[src/hw/rtl/tgr_pkg.sv]
`timescale 1ns / 1ps
`default_nettype none
// ----------------------------------------------------------------------------
// tgr_pkg
// Shared types and constants of the touch gesture recognizer.
// ----------------------------------------------------------------------------
package tgr_pkg;

  localparam int COORD_BITS = 10;
  localparam int SLOP_BITS  = 8;
  localparam int LONG_BITS  = 16;
  localparam int SWIPE_BITS = 10;
  localparam int TIME_BITS  = 32;
  localparam int CFG_IDX_BITS  = 2;
  localparam int CFG_DATA_BITS = 16;
  localparam int CMP_BITS = (COORD_BITS > SWIPE_BITS) ? COORD_BITS : SWIPE_BITS;

  localparam logic [CFG_IDX_BITS-1:0] CFG_TAP_SLOP   = 2'd0;
  localparam logic [CFG_IDX_BITS-1:0] CFG_LONG_PRESS = 2'd1;
  localparam logic [CFG_IDX_BITS-1:0] CFG_SWIPE_MIN  = 2'd2;

  localparam logic [SLOP_BITS-1:0]  TAP_SLOP_RST   = 8'd12;
  localparam logic [LONG_BITS-1:0]  LONG_PRESS_RST = 16'd600;
  localparam logic [SWIPE_BITS-1:0] SWIPE_MIN_RST  = 10'd40;

  typedef logic [COORD_BITS-1:0] coord_t;

  typedef enum logic [2:0] {
    EV_NONE    = 3'd0,
    EV_DOWN    = 3'd1,
    EV_LONG    = 3'd2,
    EV_TAP     = 3'd3,
    EV_SWIPE_L = 3'd4,
    EV_SWIPE_R = 3'd5
  } event_kind_t;

  typedef struct packed {
    logic                 touching;
    coord_t               pos_x;
    coord_t               pos_y;
    logic [TIME_BITS-1:0] time_ms;
  } in_item_t;

  typedef struct packed {
    event_kind_t event_kind;
    coord_t      event_x;
    coord_t      event_y;
  } out_item_t;

  typedef struct packed {
    logic [SLOP_BITS-1:0]  tap_slop_px;
    logic [LONG_BITS-1:0]  long_press_ms;
    logic [SWIPE_BITS-1:0] swipe_min_px;
  } cfg_t;

  function automatic coord_t abs_diff(input coord_t a, input coord_t b);
    abs_diff = (a >= b) ? coord_t'(a - b) : coord_t'(b - a);
  endfunction

endpackage
`default_nettype wire

[src/hw/rtl/touch_gesture_recognizer_top.sv]
`timescale 1ns / 1ps
`default_nettype none
// ----------------------------------------------------------------------------
// touch_gesture_recognizer_top
// Tap, long-press and horizontal swipe detector for touch-panel samples.
// ----------------------------------------------------------------------------
// One touch sample in gives exactly one event request out (kind 0 when
// nothing happened). A sample is taken every cycle when the output side keeps
// up; each sample passes through the input register and then the output
// register. The rate is set by the single gesture-state update done in the
// cycle a sample leaves the input register. The user must write thresholds
// through cfg_we/cfg_index/cfg_wdata only while no sample is in flight; the
// block itself does not enforce this.
// ----------------------------------------------------------------------------
module touch_gesture_recognizer_top
  import tgr_pkg::*;
(
  input  wire logic                     clk,
  input  wire logic                     rst_n,
  input  wire logic                     in_valid,
  output wire logic                     in_stall,
  input  wire in_item_t                 in_item,
  output wire logic                     out_valid,
  input  wire logic                     out_stall,
  output out_item_t                     out_item,
  input  wire logic                     cfg_we,
  input  wire logic [CFG_IDX_BITS-1:0]  cfg_index,
  input  wire logic [CFG_DATA_BITS-1:0] cfg_wdata
);

  cfg_t      cfg;
  logic      s1_valid_r, s1_valid_nxt;
  in_item_t  s1_item_r, s1_item_nxt;
  logic      out_ready;
  logic      advance;
  logic      in_take;
  out_item_t result;

  assign advance  = s1_valid_r && out_ready;
  assign in_stall = s1_valid_r && !advance;
  assign in_take  = in_valid && !in_stall;

  always_comb begin
    s1_valid_nxt = s1_valid_r;
    s1_item_nxt  = s1_item_r;
    if (in_take) begin
      s1_valid_nxt = 1'b1;
      s1_item_nxt  = in_item;
    end else if (advance) begin
      s1_valid_nxt = 1'b0;
    end
  end

  always_ff @(posedge clk) begin
    if (!rst_n) begin
      s1_valid_r <= 1'b0;
    end else begin
      s1_valid_r <= s1_valid_nxt;
    end
  end

  always_ff @(posedge clk) begin
    s1_item_r <= s1_item_nxt;
  end

  tgr_cfg_regs u_cfg (
    .clk   (clk),
    .rst_n (rst_n),
    .we    (cfg_we),
    .index (cfg_index),
    .wdata (cfg_wdata),
    .cfg   (cfg)
  );

  tgr_core u_core (
    .clk    (clk),
    .rst_n  (rst_n),
    .cfg    (cfg),
    .fire   (advance),
    .item   (s1_item_r),
    .result (result)
  );

  tgr_out_reg u_out (
    .clk   (clk),
    .rst_n (rst_n),
    .load  (advance),
    .din   (result),
    .ready (out_ready),
    .stall (out_stall),
    .valid (out_valid),
    .dout  (out_item)
  );

endmodule
`default_nettype wire

[src/hw/rtl/tgr_cfg_regs.sv]
`timescale 1ns / 1ps
`default_nettype none
// ----------------------------------------------------------------------------
// tgr_cfg_regs
// Threshold registers written through the plain configuration write port.
// ----------------------------------------------------------------------------
module tgr_cfg_regs
  import tgr_pkg::*;
(
  input  wire logic                     clk,
  input  wire logic                     rst_n,
  input  wire logic                     we,
  input  wire logic [CFG_IDX_BITS-1:0]  index,
  input  wire logic [CFG_DATA_BITS-1:0] wdata,
  output cfg_t                          cfg
);

  cfg_t cfg_r;
  cfg_t cfg_nxt;

  always_comb begin
    cfg_nxt = cfg_r;
    if (we) begin
      case (index)
        CFG_TAP_SLOP:   cfg_nxt.tap_slop_px   = wdata[SLOP_BITS-1:0];
        CFG_LONG_PRESS: cfg_nxt.long_press_ms = wdata[LONG_BITS-1:0];
        CFG_SWIPE_MIN:  cfg_nxt.swipe_min_px  = wdata[SWIPE_BITS-1:0];
        default:        cfg_nxt = cfg_r;
      endcase
    end
  end

  always_ff @(posedge clk) begin
    if (!rst_n) begin
      cfg_r.tap_slop_px   <= TAP_SLOP_RST;
      cfg_r.long_press_ms <= LONG_PRESS_RST;
      cfg_r.swipe_min_px  <= SWIPE_MIN_RST;
    end else begin
      cfg_r <= cfg_nxt;
    end
  end

  assign cfg = cfg_r;

endmodule
`default_nettype wire

[src/hw/rtl/tgr_core.sv]
`timescale 1ns / 1ps
`default_nettype none
// ----------------------------------------------------------------------------
// tgr_core
// Gesture state and per-sample event decision.
// ----------------------------------------------------------------------------
module tgr_core
  import tgr_pkg::*;
(
  input  wire logic      clk,
  input  wire logic      rst_n,
  input  wire cfg_t      cfg,
  input  wire logic      fire,
  input  wire in_item_t  item,
  output out_item_t      result
);

  logic                 finger_down_r, finger_down_nxt;
  logic                 long_done_r, long_done_nxt;
  logic                 has_moved_r, has_moved_nxt;
  coord_t               start_x_r, start_x_nxt;
  coord_t               start_y_r, start_y_nxt;
  coord_t               latest_x_r, latest_x_nxt;
  coord_t               latest_y_r, latest_y_nxt;
  logic [TIME_BITS-1:0] press_time_r, press_time_nxt;

  coord_t               slop;
  coord_t               dx, dy, adx, ady;
  logic [TIME_BITS-1:0] elapsed;
  logic                 moved_now;
  logic                 long_hit;
  logic                 swipe_hit;
  logic                 tap_hit;

  assign slop      = coord_t'(cfg.tap_slop_px);
  assign dx        = abs_diff(item.pos_x, start_x_r);
  assign dy        = abs_diff(item.pos_y, start_y_r);
  assign adx       = abs_diff(latest_x_r, start_x_r);
  assign ady       = abs_diff(latest_y_r, start_y_r);
  assign elapsed   = item.time_ms - press_time_r;
  assign moved_now = has_moved_r || (dx > slop) || (dy > slop);
  assign long_hit  = !long_done_r && !moved_now &&
                     (elapsed >= TIME_BITS'(cfg.long_press_ms));
  assign swipe_hit = !long_done_r &&
                     (CMP_BITS'(adx) >= CMP_BITS'(cfg.swipe_min_px)) && (adx > ady);
  assign tap_hit   = !long_done_r && (adx <= slop) && (ady <= slop);

  // event decision
  always_comb begin
    result = '{event_kind: EV_NONE, event_x: '0, event_y: '0};
    if (item.touching && !finger_down_r) begin
      result = '{event_kind: EV_DOWN, event_x: item.pos_x, event_y: item.pos_y};
    end else if (item.touching) begin
      if (long_hit) begin
        result = '{event_kind: EV_LONG, event_x: start_x_r, event_y: start_y_r};
      end
    end else if (finger_down_r) begin
      if (swipe_hit) begin
        result.event_kind = (latest_x_r < start_x_r) ? EV_SWIPE_L : EV_SWIPE_R;
        result.event_x    = start_x_r;
        result.event_y    = start_y_r;
      end else if (tap_hit) begin
        result = '{event_kind: EV_TAP, event_x: start_x_r, event_y: start_y_r};
      end
    end
  end

  // state update
  always_comb begin
    finger_down_nxt = finger_down_r;
    long_done_nxt   = long_done_r;
    has_moved_nxt   = has_moved_r;
    start_x_nxt     = start_x_r;
    start_y_nxt     = start_y_r;
    latest_x_nxt    = latest_x_r;
    latest_y_nxt    = latest_y_r;
    press_time_nxt  = press_time_r;
    if (fire) begin
      if (item.touching && !finger_down_r) begin
        finger_down_nxt = 1'b1;
        long_done_nxt   = 1'b0;
        has_moved_nxt   = 1'b0;
        start_x_nxt     = item.pos_x;
        start_y_nxt     = item.pos_y;
        latest_x_nxt    = item.pos_x;
        latest_y_nxt    = item.pos_y;
        press_time_nxt  = item.time_ms;
      end else if (item.touching) begin
        latest_x_nxt  = item.pos_x;
        latest_y_nxt  = item.pos_y;
        has_moved_nxt = moved_now;
        if (long_hit) begin
          long_done_nxt = 1'b1;
        end
      end else begin
        finger_down_nxt = 1'b0;
        long_done_nxt   = 1'b0;
        has_moved_nxt   = 1'b0;
      end
    end
  end

  always_ff @(posedge clk) begin
    if (!rst_n) begin
      finger_down_r <= 1'b0;
      long_done_r   <= 1'b0;
      has_moved_r   <= 1'b0;
    end else begin
      finger_down_r <= finger_down_nxt;
      long_done_r   <= long_done_nxt;
      has_moved_r   <= has_moved_nxt;
    end
  end

  always_ff @(posedge clk) begin
    start_x_r    <= start_x_nxt;
    start_y_r    <= start_y_nxt;
    latest_x_r   <= latest_x_nxt;
    latest_y_r   <= latest_y_nxt;
    press_time_r <= press_time_nxt;
  end

  a_long_sets_done: assert property (@(posedge clk) disable iff (!rst_n)
    (fire && result.event_kind == EV_LONG) |=> (long_done_r && finger_down_r))
    else $error("long press did not mark long_done");

  a_down_arms: assert property (@(posedge clk) disable iff (!rst_n)
    (fire && result.event_kind == EV_DOWN) |=>
      (finger_down_r && !long_done_r && !has_moved_r))
    else $error("down request did not arm gesture state");

  a_release_clears: assert property (@(posedge clk) disable iff (!rst_n)
    (fire && !item.touching) |=> (!finger_down_r && !long_done_r && !has_moved_r))
    else $error("release did not clear gesture state");

  a_done_needs_down: assert property (@(posedge clk) disable iff (!rst_n)
    long_done_r |-> finger_down_r)
    else $error("long_done set while finger up");

  a_reset_clears: assert property (@(posedge clk)
    !rst_n |=> (!finger_down_r && !long_done_r && !has_moved_r))
    else $error("reset did not clear gesture state");

endmodule
`default_nettype wire

[src/hw/rtl/tgr_out_reg.sv]
`timescale 1ns / 1ps
`default_nettype none
// ----------------------------------------------------------------------------
// tgr_out_reg
// Result register that holds an event request until the sink takes it.
// ----------------------------------------------------------------------------
module tgr_out_reg
  import tgr_pkg::*;
(
  input  wire logic      clk,
  input  wire logic      rst_n,
  input  wire logic      load,
  input  wire out_item_t din,
  output wire logic      ready,
  input  wire logic      stall,
  output wire logic      valid,
  output out_item_t      dout
);

  logic      valid_r, valid_nxt;
  out_item_t item_r, item_nxt;

  assign ready = !valid_r || !stall;

  always_comb begin
    valid_nxt = valid_r;
    item_nxt  = item_r;
    if (load) begin
      valid_nxt = 1'b1;
      item_nxt  = din;
    end else if (ready) begin
      valid_nxt = 1'b0;
    end
  end

  always_ff @(posedge clk) begin
    if (!rst_n) begin
      valid_r <= 1'b0;
    end else begin
      valid_r <= valid_nxt;
    end
  end

  always_ff @(posedge clk) begin
    item_r <= item_nxt;
  end

  assign valid = valid_r;
  assign dout  = item_r;

endmodule
`default_nettype wire

[config.mk]
export PLATFORM = sky130hd
export DESIGN_NAME = touch_gesture_recognizer_top
export DESIGN_NICKNAME = d
export VERILOG_FILES = /design/src/hw/rtl/tgr_pkg.sv /design/src/hw/rtl/touch_gesture_recognizer_top.sv /design/src/hw/rtl/tgr_cfg_regs.sv /design/src/hw/rtl/tgr_core.sv /design/src/hw/rtl/tgr_out_reg.sv
export SDC_FILE = /design/constraint.sdc
export NUM_CORES = 1
export LEC_CHECK = 0
export BUFFER_PORTS_ARGS = -buffer_cell sky130_fd_sc_hd__buf_4
export CELL_PAD_IN_SITES_DETAIL_PLACEMENT = 0
export CELL_PAD_IN_SITES_GLOBAL_PLACEMENT = 2
export CORE_MARGIN = 1
export CORE_UTILIZATION = 40
export CTS_CLUSTER_DIAMETER = 50
export DETAILED_ROUTE_END_ITERATION = 6
export GPL_ROUTABILITY_DRIVEN = 0
export MAX_ROUTING_LAYER = met4
export PLACE_DENSITY_LB_ADDON = 0.1
export REMOVE_ABC_BUFFERS = 1
export SLEW_MARGIN = 0
export SYNTH_ARGS = -nofsm -noshare
export SYNTH_HDL_FRONTEND = slang
export SYNTH_HIERARCHICAL = 1
export SYNTH_SLANG_ARGS = --single-unit
[constraint.sdc]
create_clock -name clk -period 5.4 [get_ports clk]
set_input_delay 0.27 -clock clk [delete_from_list [all_inputs] [get_ports clk]]
set_output_delay 0.27 -clock clk [all_outputs]
set_load 0.05 [all_outputs]
# Word-level counts from Yosys, hierarchy flattened
# Cells that the tools add are included.
# op_classes
add_sub_neg	9
order_cmp	12
eq_ne	4
muxes	26
n_reduce_logical	31
# op_table
cell	n
$mux 10	8
$sub 10x10->10	8
$mux 23	3
$ge 10x10->1	5
$mux 22	2
$ge 32x16->1	1
$sub 32x32->32	1
$gt 10x8->1	2
$le 10x8->1	2
$mux 20	1
$reduce_and 2->1	7
$mux 1	12
$gt 10x10->1	1
$logic_and 1x1->1	10
$lt 10x10->1	1
$logic_not 1->1	7
$reduce_bool 2->1	3
$logic_or 1x1->1	3
$ne 3x1->1 const B	1
$eq 2x1->1 const B	1
$eq 2x2->1 const B	1
$logic_not 2->1	1
$ne 2x1->1 const B	1
# word_totals
regBits	187
input_bits	76
output_inout_bits	25
word_cells	102

# Longest topological paths before layout
# Gate-level depths: netlist (run 1).
# depth
depth_word	11
mapped_depth	24
mapped_depth_nobuf	22

# Cells and area by module
# Netlist (run 1), hierarchy kept.
# modules_own_cells
mod	n_inst	cells_per_inst	area_per_inst_um2	seq_area_each_um2
tgr_core	1	1204	10182.3	2222.1
touch_gesture_recognizer_top	1	58	1645.3	1611.5
tgr_cfg_regs	1	136	1341.3	680.7
tgr_out_reg	1	27	725.7	710.7

# Worst setup path before layout (run 1)
# OpenSTA, ideal clock, no wires.
# synth_path
path_kind	register to register
from	reg u_core.start_y_r[1]
to	reg u_out.item_r, in the netlist u_out/dout[11], data pin
setup_ns	0.150
arrival_time_ns	4.508
t_required_ns	5.250
slack_ns	0.742
path_stages_with_launch	23
n_path_buf	2
synth_period_minus_slack_ns	4.658
cell_sequence	edfxtp_1 inv_1 fa_1 a21o_1 a21oi_1 o221ai_1 o41ai_1 buf_2 mux2i_1 a21oi_1 o21ai_0 xor2_1 inv_1 ha_1 nand3_1 nor3_1 nor3_1 nand2_1 a31o_2 nor3_1 clkbuf_1 o21ai_0 o211ai_2
# synth_lines
element	line_no	rtl
start: declaration	tgr_core.sv:22	coord_t start_y_r, start_y_nxt;
start signal: assignment	tgr_core.sv:117	start_y_r <= start_y_nxt;
end signal: assignment	tgr_out_reg.sv:45	item_r <= item_nxt;
end: declaration	tgr_out_reg.sv:21	out_item_t item_r, item_nxt;

# Final worst setup path (run 1)
# layout_path
from	reg s1_item_r[32] in the netlist's numbering
to	reg u_out.item_r, in the netlist u_out/dout[21], data pin
# layout_between
elab_chain_cells	9
word_cells_on_any_way	11
cone_classes	2 x add/sub; 2 x order compare; 3 x mux; 4 x reduce/logical
# layout_rtl
element	line_no	rtl
start: declaration	touch_gesture_recognizer_top.sv:33	in_item_t s1_item_r, s1_item_nxt;
start signal: assignment	touch_gesture_recognizer_top.sv:63	s1_item_r <= s1_item_nxt;
$sub 10x10->10 / $ge 10x10->1 (equally long branches)	tgr_pkg.sv:57	abs_diff = (a >= b) ? coord_t'(a - b) : coord_t'(b - a);
$mux 10 (*)	tgr_pkg.sv:57	
$gt 10x8->1 (*)	tgr_core.sv:41	assign moved_now = has_moved_r || (dx > slop) || (dy > slop);
$logic_or 1x1->1 (*)	tgr_core.sv:41	
$logic_not 1->1 (*)	tgr_core.sv:42	assign long_hit = !long_done_r && !moved_now &&
$logic_and 1x1->1 (*) (2 in a row)	tgr_core.sv:42	
$mux 22 (*)	tgr_core.sv:54	if (long_hit) begin
$mux 23 (*)	tgr_core.sv:53	end else if (item.touching) begin
# Every way passes the cells marked *; elsewhere a longest branch is shown, timed or not.
# A chain may end at the register's enable or synchronous reset.

==> impl_results.md, run 1 <==
- CP Buf/Inv Count: 4
- Ys Warns: 6
- Final worst path period need: about 5 ns
- Post-DP HPWL: about 29 mm
- Largest net degree at the start of global routing: 56
- Avg WL per Cell: 18.7 µm
- Net count, final: 1,830
- Worst-path clk slew: 0.07 ns
- Final wirelength: 37.9 mm
- First-pass GRT wire length: between 50 and 60 mm
- Avg Inst Size Synth: 9.75 µm²
- EDFF count, synth: about 150
- Yosys reg bits: 187
- Row Count: 67
- Full die area: 35,500 µm²
- Final Max Tran Viols: 0
- Clock power frac: 32.3%
- GRT Util Overall: 22.4%
- Clock root cell: clkbuf_16
- Die height: 188 µm
- Final Util: a little under 50%
- Initial DRT Pass Iterations: 5
- Switch share: between 30% and 40%
- Worst slack, placed: 0.231 ns
- Top-count cell post-synth: ha_1
- Setup ws final: 0.383 ns
- Sequential share of the synthesized area: 37.6%
- Top delay family on crit path: compound AO/OA/AOI/OAI gates
- Die width: about 190 µm
- Sequential Power Share: 41.9%
- Leakage: 7.09 nW
- Clk_lat worst skew: 0.46 ns
- # Max-Cap Violations: 0
- Slowest CP cell: edfxtp_1
- Crit. End Element: register
- N_diodes: 0
- Top achievable clock speed: 0.199 GHz
- Crit path DAT: 5.28 ns
- Post-synth cell types: just under 90
- ANT nets after route: 0
- Via count: roughly 11,000
- Post-synth ARST share: 0%
- Final Skew: around 0.013 ns
- Port Buf Inserts: 100
- Internal power: 2.75 mW
- Post-Syn Area: 13,900 µm²
- Worst endpoint required time: approximately 5.7 ns
- Finish-stage setup viols: 0
- Startpoint types: register
- Core outline area: 33,900 µm²
- # clock sinks: 187
- Worst Tran Pin Value: 0.979 ns
- DR vias/cell: 5.40
- Synth top area share: 32.0%
- Psw: ~1.2 mW
- Final Hold Fails: 0
- Critical-path cell list: inv_1 > ha_1 > inv_1 > fa_1 > a21o_1 > a31oi_1 > nor3b_2 > o221ai_1 > buf_4 > nand3_1 > o21ai_0 > o22ai_1 > a21oi_1 > xnor2_1 > ha_1 > nand4_1 > o221ai_1 > a21oi_1 > o21ai_1 > nor3_1 > and4b_2 > buf_12 > nand2_1 > o41ai_1
- Initial core utilization: 41.0%
- Synth Instances: ~1,400
- Crit-path max cell delay: 0.47 ns
- Clk buf depth: 2
- Crit Path Max Fanout: 7
- Top post-synthesis cells by area: edfxtp_1 (32%), ha_1 (16%), dfxtp_1 (5.6%), inv_1 (4.6%), mux2i_1 (3.7%)
- Grt total ovfl: 0
- Setup Total Neg Slack: 0 ns
- Status: completed
- Initial DRC Count: around 530
- Synth top cells by count: ha_1 (175), inv_1 (172), edfxtp_1 (148), nand2_1 (126), a21oi_1 (100)
- Area Overhead vs Synth: 17.7%
- Tcrit/Tclk final: 92.9%
- Critical setup path kind: reg -> reg
- Top cell type by total area after synthesis: edfxtp_1
- Ys flop type: edfxtp_1
- Comb power frac: between 20% and 30%
- Pwr per Cell Area: 244 nW/µm²
- Relative max-transition margin: 34.7%
- I/O pins: 101
- Hold Crit Class: in -> reg
- Initial antenna violation count: 0
- VDD IR max: roughly 0.0002 V
- CTS tree: done
- H-tree levels: 4
- Share of layout cells above drive strength 1: 14.0%
- CTS Buf Count: 17
- Vias in the first global route: 10,900
- Residual DRC: 0
logic make-up (layout without fill, tap and decap cells):
logic type	count (synthesis)	count (layout)	synth area share [%]
AO/OA/AOI/OAI	371	371	18.3
AND/OR/NAND/NOR	346	346	12.9
buffers and inverters	229	387	6.75
flip-flops	187	187	37.6
adder cells (fa/ha/maj)	184	184	17.1
multiplexers	58	58	4.24
XOR/XNOR	50	50	3.15
layout make-up:
cell class                 instances  area, µm²
inverter                         172        646
fill                            3282      17500
sequential                       187       5230
clock inverter                    11        106
timing repair buffer             183       1560
multi-input combinational       1009       7770
clock buffer                      21        483
tap                              448        561
stage by stage:
step	area (µm²)	total power, mW	cells	hold slack, ns
global placement	15200	2.67	1940	0.435
floorplan	13600	2.35	1368	0.359
finish	16400	3.98	2031	0.0291
detailed placement	15200	2.68	1940	0.445
global route	16400	4.19	2031	0.0205
CTS	16300	4.01	2025	0.00914
power groups by stage:
| stage | Sequential (mW) | Clock [mW] | Combinational (mW) |
|---|---|---|---|
| 3_5_place_dp | 1.70 | 0 | 0.979 |
| 3_3_place_gp | 1.70 | 0 | 0.975 |
| 4_1_cts | 1.67 | 1.33 | 1.02 |
| 2_1_floorplan | 1.72 | 0 | 0.634 |
| 5_1_grt | 1.68 | 1.38 | 1.14 |
| 6_report | 1.67 | 1.29 | 1.03 |
flip-flops by register name, summed over array words and instances (netlist names), 10 cells and up:
name and flops:
s1_item_r 53, u_out/dout 23, u_core/latest_y_r 10, u_core/start_y_r 10
u_core/latest_x_r 10, u_core/start_x_r 10, u_cfg/cfg 34, u_core/press_time_r 32
metal layers:
layer / global-route usage, % / up-vias / share of wire, %
met1: 28.0 / 5265 / 47
met3: 3.22 / 38 / 2.9
met5: - / - / 0
li1: - / 5476 / -
met2: 37.6 / 180 / 49
met4: 6.11 / 0 / 1.7
cells in the final DEF, fill, tap and decap left out, drive strengths merged, types with 7 or more instances in the layout:
master / count
inv: 178
ha: 175
edfxtp: 148
buf: 130
nand2: 127
a21oi: 106
o21ai: 83
nor2: 54
dlygate4sd3: 53
mux2i: 51
nand4: 51
dfxtp: 39
a21o: 32
o211ai: 31
xnor2: 30
nor2b: 22
clkbuf: 21
xor2: 20
o21a: 18
a211oi: 16
nand2b: 15
nor3: 15
nand3: 13
nor4: 10
fa: 9
o31ai: 8
a31oi: 8
mux2: 7
final timing paths:
kind                       from  depth (start not counted)  slack [ns]                      end
setup / recovery  s1_item_r[32]                         24        0.38           u_out/dout[21]
hold reg to reg   s1_item_r[24]                          0        0.46  u_core/press_time_r[24]
hold / removal         in_valid                          2        0.03               s1_valid_r
setup reg to reg  s1_item_r[32]                         24        0.38           u_out/dout[21]
repair_timing:
action,CTS,global route
setup endpoints to repair,0,24
hold endpoints to repair,53,0
hold buffers,53,0
buffers inserted,0,6
gates resized for setup,0,11
Power figures use the tool's default switching activity.
==> run 2: changes to the inputs <==
Settings changed: CORE_UTILIZATION 40 to 36.
Clock period 5.4 ns to 4.3 ns, I/O delays scaled along.
==> run 2 against run 1 <==
Net effect: the run now ends with setup timing left; sequential cell count did not move; sequential share of layout area fell by 3.7 points; worst hold slack improved by 0.0015 ns; first-iteration DRC count rose by 20%; clock power rose by 29%; non-clock buffer count rose by 201; critical endpoint is now u_out/dout[9]; power rose by 35%; clock skew rose by 0.0020 ns; highest routed layer unchanged.
==> impl_results.md, run 2 (synthesized netlist as in run 1, its figures left out) <==
- H-tree levels: 4 (unchanged)
- Die width: 198 µm (+5.4%)
- Worst endpoint required time: 4.51 ns (-1.15 ns)
- CTS tree: done
- Crit-path max cell delay: 0.39 ns (-0.08 ns)
- # Max-Cap Violations: 0 (unchanged)
- Worst Tran Pin Value: 1.02 ns (+0.0433 ns)
- Commonest cells after routing, fill and taps aside: buf_4 (301), inv_1 (169), ha_1 (168), edfxtp_1 (148), nand2_1 (125)
- Core outline area: 37,800 µm² (+12%)
- Clock root cell: clkbuf_16
- Dpl cells: 2,177 (+12%)
- Die height: 198 µm (+5.4%)
- Finish-stage setup viols: 25 (+25)
- Initial DRT Pass Iterations: 5 (unchanged)
- Switch share: 31.2% (+0.32 points)
- Clock power frac: 30.9% (-1.4 points)
- Area Overhead vs Synth: 33.3%
- Failing checks: setup timing
- Post-DP HPWL: 32.3 mm (+13%)
- Final worst path period need: 4.59 ns (-0.423 ns)
- Tcrit/Tclk final: 107% (+14 points)
- Initial core utilization: 36.7% (-4.3 points)
- Sequential Power Share: 38.9% (-3.0 points)
- Relative max-transition margin: 31.8% (-2.9 points)
- Final Non-Filler Cells: 2,295 (+13%)
- Vias in the first global route: 12,100 (+10%)
- Final Max Tran Viols: 0 (unchanged)
- Crit. End Element: register
- I/O pins: 101 (unchanged)
- Initial DRC Count: 637 (+20%)
- Row Count: 71 (+6.0%)
- RSZ-0062 raised after global routing: yes
- Startpoint types: register
- Slowest CP cell: edfxtp_1
- GRT Util Overall: 23.2% (+0.80 points)
- Most flop-heavy register: s1_item_r
- Fillers: 3,642 (+11%)
- Comb power frac: 30.2% (+4.4 points)
- Most common cell after layout, fill and taps aside: buf_4
- Residual DRC: 0 (unchanged)
- Psw: 1.67 mW (+36%)
- ANT nets after route: 0 (unchanged)
- Final Skew: 0.0153 ns (+0.00195 ns)
- Status: finished, violations left
- Via count: 11,800 (+7.8%)
- Internal power: 3.69 mW (+34%)
- Hold Crit Class: in -> reg
- Port Buf Inserts: 100 (unchanged)
- N_diodes: 0 (unchanged)
- Leakage: 8.15 nW (+15%)
- Pwr per Cell Area: 289 nW/µm² (+19%)
- Setup ws final: -0.294 ns (-0.677 ns)
- Final wirelength: 43.3 mm (+14%)
- Grt total ovfl: 0 (unchanged)
- Avg WL per Cell: 18.8 µm (+0.96%)
- Largest net degree at the start of global routing: 56 (unchanged)
- Critical-path cell list: inv_1 > ha_1 > inv_2 > fa_2 > nand3_2 > a21oi_2 > o311a_1 > nor3b_4 > buf_6 > buf_4 > mux2i_2 > o21ai_1 > nand2_1 > nand2_1 > xnor2_2 > ha_1 > o211a_1 > a2111oi_4 > o21a_1 > nor3_4 > buf_8 > o21ai_1 > o211ai_2
- Worst-path clk slew: 0.07 ns (about the same)
- Full die area: 39,400 µm² (+11%)
- Crit path DAT: 4.80 ns (-0.48 ns)
- Top achievable clock speed: 0.218 GHz (+9.2%)
- Max reg flops: 53 (unchanged)
- DR vias/cell: 5.15 (-4.6%)
- Clk_lat worst skew: 0.47 ns (about the same)
- # clock sinks: 187 (unchanged)
- Final Hold Fails: 0 (unchanged)
- First-pass GRT wire length: 67.0 mm (+12%)
- Crit Path Max Fanout: 11 (+4)
- Critical setup path kind: reg -> reg
- Area after DPL: 16,500 µm² (+9.1%)
- Initial antenna violation count: 0 (unchanged)
- VDD IR max: 0.000289 V (+41%)
- CTS Buf Count: 17 (unchanged)
- Final Cell Area: 18,500 µm² (+13%)
- Clk buf depth: 2 (unchanged)
- Share of layout cells above drive strength 1: 27.7% (+14 points)
- Net count, final: 2,031 (+11%)
-- run 2: layout make-up --
type,count,area (µm²),share of cell area (%)
sequential,187,5230,28.2
multi-input combinational,1009,8230,44.4
clock inverter,10,101,0.547
inverter,172,646,3.48
tap,511,639,3.45
timing repair buffer,384,3180,17.2
clock buffer,22,507,2.74
-- run 2: repair_timing --
| action | CTS | global route |
|---|---|---|
| gates cloned | 3 | 2 |
| hold buffers | 59 | 0 |
| gates resized for setup | 101 | 50 |
| pin swaps | 23 | 18 |
| setup buffers | 11 | 11 |
| endpoints found under the setup margin | 25 | 25 |
| endpoints found under the hold margin | 59 | 0 |
-- run 2: power groups by stage --
stage / Sequential, mW / Combinational (mW) / Clock, mW
3_3_place_gp: 2.13 / 1.39 / 0
4_1_cts: 2.09 / 1.54 / 1.70
2_1_floorplan: 2.16 / 0.796 / 0
5_1_grt: 2.09 / 1.77 / 1.76
3_5_place_dp: 2.13 / 1.40 / 0
6_report: 2.09 / 1.62 / 1.66
-- run 2: critical path: cells and delay by family, from the launching register on --
family | cells | cell delay (ns)
compound gates | 8 | 1.47
fa+ha+maj | 3 | 0.79
simple gates | 5 | 0.64
buf+inv | 5 | 0.53
flops | 1 | 0.39
xor+xnor | 1 | 0.27
mux | 1 | 0.22
-- run 2: through the flow --
stage	worst slack [ns]	total power, mW	setup TNS [ns]	utilization (%)	hold slack, ns
4_1_cts	-0.268	5.32	-5.65	48.0	0.000430
6_report	-0.294	5.36	-5.81	49.0	0.0307
3_5_place_dp	-0.568	3.53	-12.22	43.7	0.394
5_1_grt	-0.547	5.63	-12.15	49.0	0.0166
3_3_place_gp	-0.452	3.52	-10.15	43.7	0.393
2_1_floorplan	-1.66	2.95	-38.15	-	0.304
-- run 2: metal layers --
layer / share of wire, % / up-vias / wire (µm) / track usage (%)
met3: 2.8 / 54 / 1210 / 3.29
met4: 2.3 / 0 / 994 / 7.46
li1: - / 5879 / - / -
met2: 49 / 185 / 21400 / 39.0
met1: 46 / 5694 / 19700 / 28.6
met5: 0 / - / 0 / -
-- run 2: worst paths after layout --
kind                                           start                endpoint  slack, ns  cells after the start
worst max register to register  u_core/latest_x_r[0]           u_out/dout[9]      -0.29                     23
worst min-delay path                       out_stall             u_out/valid       0.03                      3
worst min register to register          s1_item_r[0]  u_core/press_time_r[0]       0.45                      0
worst max-delay path            u_core/latest_x_r[0]           u_out/dout[9]      -0.29                     23
==> run 3: changes to the inputs <==
Settings changed: CORE_UTILIZATION 36 to 40.
Clock period 4.3 ns to 4.9 ns, I/O delays scaled along.
==> run 3 against run 2 <==
Net effect: the run now ends clean; combinational power is 23% lower; largest cell class unchanged; sequential share of layout area grew 2.0 points; setup slack improved by 0.40 ns.
==> impl_results.md, run 3 (synthesized netlist as in run 1, its figures left out) <==
- Status: completed
- Final worst path period need: 4.79 ns (+0.196 ns)
- Area Overhead vs Synth: 24.5%
- Final Hold Fails: 0 (unchanged)
- Most common cell after layout, fill and taps aside: buf_4
- Port Buf Inserts: 100 (unchanged)
- R2R Path Start: u_core/latest_x_r[0]
- Clk buf depth: 2 (unchanged)
- ANT nets after route: 0 (unchanged)
- Row Count: 67 (-5.6%)
- Fillers: 3,130 (-14%)
- CP Buf/Inv Count: 5 (unchanged)
- Largest net degree at the start of global routing: 56 (unchanged)
- N_diodes: 0 (unchanged)
- Grt total ovfl: 0 (unchanged)
- H-tree levels: 4 (unchanged)
- Most flop-heavy register: s1_item_r
- Net count, final: 1,901 (-6.4%)
- Clock root cell: clkbuf_16
- Initial DRC Count: 645 (+1.3%)
- Initial antenna violation count: 0 (unchanged)
- Tcrit/Tclk final: 97.8% (-9.1 points)
- VDD IR max: 0.000245 V (-15%)
- # clock sinks: 187 (unchanged)
- CTS tree: done
- Full die area: 35,500 µm² (-9.9%)
- # Max-Cap Violations: 0 (unchanged)
- CTS Buf Count: 17 (unchanged)
- Worst endpoint required time: 5.10 ns (+0.59 ns)
- Final Cell Area: 17,300 µm² (-6.7%)
- Final hold slack: 0.0468 ns (+0.0161 ns)
- Area after DPL: 15,500 µm² (-6.3%)
- Initial core utilization: 41.0% (+4.3 points)
- DR vias/cell: 5.39 (+4.8%)
- Clk_lat worst skew: 0.46 ns (about the same)
- Critical setup path kind: reg -> reg
- Crit-path max cell delay: 0.41 ns (+0.02 ns)
- Final Max Tran Viols: 0 (unchanged)
- Top delay family on crit path: compound AO/OA/AOI/OAI gates
- GRT Util Overall: 22.8% (-0.35 points)
- I/O pins: 101 (unchanged)
- Final Skew: 0.0147 ns (-0.000560 ns)
- Post-DP HPWL: 29.4 mm (-8.9%)
- Final wirelength: 40.4 mm (-6.6%)
- Avg WL per Cell: 19.2 µm (+1.9%)
- Via count: 11,300 (-4.0%)
- Die width: 188 µm (-5.1%)
- Worst hold start: cfg_wdata[10]
- Worst Tran Pin Value: 1.11 ns (+0.0903 ns)
- R2R setup slack: 0.11 ns (+0.40 ns)
- CP dominant cell by count: nand2_1
- Worst-path clk slew: 0.07 ns (about the same)
- Final Non-Filler Cells: 2,102 (-8.4%)
- Vias in the first global route: 11,300 (-6.6%)
- Pwr per Cell Area: 256 nW/µm² (-12%)
- Hold Crit Class: in -> reg
- Crit path DAT: 4.99 ns (+0.19 ns)
- Initial DRT Pass Iterations: 7 (+2)
- Crit. End Element: register
- Dpl cells: 1,979 (-9.1%)
- Finish-stage setup viols: 0 (-100%)
- First-pass GRT wire length: 60.9 mm (-9.2%)
- Relative max-transition margin: 25.7% (-6.0 points)
- Core outline area: 33,900 µm² (-11%)
- Crit path from: u_core/latest_x_r[0]
- Residual DRC: 0 (unchanged)
- Leakage: 7.48 nW (-8.2%)
- Startpoint types: register
- Max reg flops: 53 (unchanged)
- Top achievable clock speed: 0.209 GHz (-4.1%)
- Commonest cells after routing, fill and taps aside: buf_4 (184), inv_1 (170), ha_1 (168), edfxtp_1 (148), nand2_1 (126)
- Die height: 188 µm (-5.1%)
- Crit Path Max Fanout: 8 (-3)
- Share of layout cells above drive strength 1: 20.9% (-6.8 points)
- Slowest CP cell: edfxtp_1
run 3: area by class of cell:
type,instances,area [µm²],share of cell area [%]
multi-input cells,1009,8090,46.8
flip-flops and latches,187,5230,30.2
repair buffers,254,2220,12.8
inverters,172,646,3.73
well taps,448,561,3.24
clock buffers,17,425,2.46
clock inverters,15,131,0.760
run 3: routing by layer:
metal / share of wire (%) / GRT usage [%]
met1: 45 / 28.5
met2: 50 / 38.7
met3: 2.9 / 2.96
met4: 2.1 / 6.30
met5: 0 / -
run 3: tightest hold or removal path: stages:
cell and delay (ns):
buf_4 0.11, nand2_1 0.05, mux2i_1 0.05
run 3: stage by stage:
stage	total power, mW	setup TNS [ns]	setup slack [ns]	utilization [%]
6_report	4.43	0	0.110	51.1
5_1_grt	4.66	-2.44	-0.140	51.1
4_1_cts	4.40	-0.0112	-0.00408	49.1
3_5_place_dp	3.00	-1.48	-0.0971	45.7
3_3_place_gp	3.00	-1.80	-0.110	45.7
2_1_floorplan	2.59	-23.60	-1.06	-
run 3: final timing paths:
| path | to | depth (start not counted) |
|---|---|---|
| max | u_out/dout[19] | 25 |
| min | u_cfg/cfg[20] | 3 |
| max reg2reg | u_out/dout[19] | 25 |
| min reg2reg | u_core/press_time_r[22] | 0 |
run 3: power breakdown:
group          total [mW]  switching [mW]  internal (mW)
logic                1.25           0.708          0.546
clock network        1.34           0.673          0.667
registers            1.83          0.0430           1.79
total                4.43            1.42           3.00
run 3: what timing repair did:
| action | 4_1_cts | 5_1_grt |
|---|---|---|
| hold buffers | 54 | 0 |
| gates cloned | 0 | 5 |
| resized for setup | 10 | 92 |
| setup endpoints to repair | 21 | 25 |
| hold endpoints to repair | 54 | 0 |
| buffers inserted | 2 | 32 |
| pin swaps | 2 | 31 |
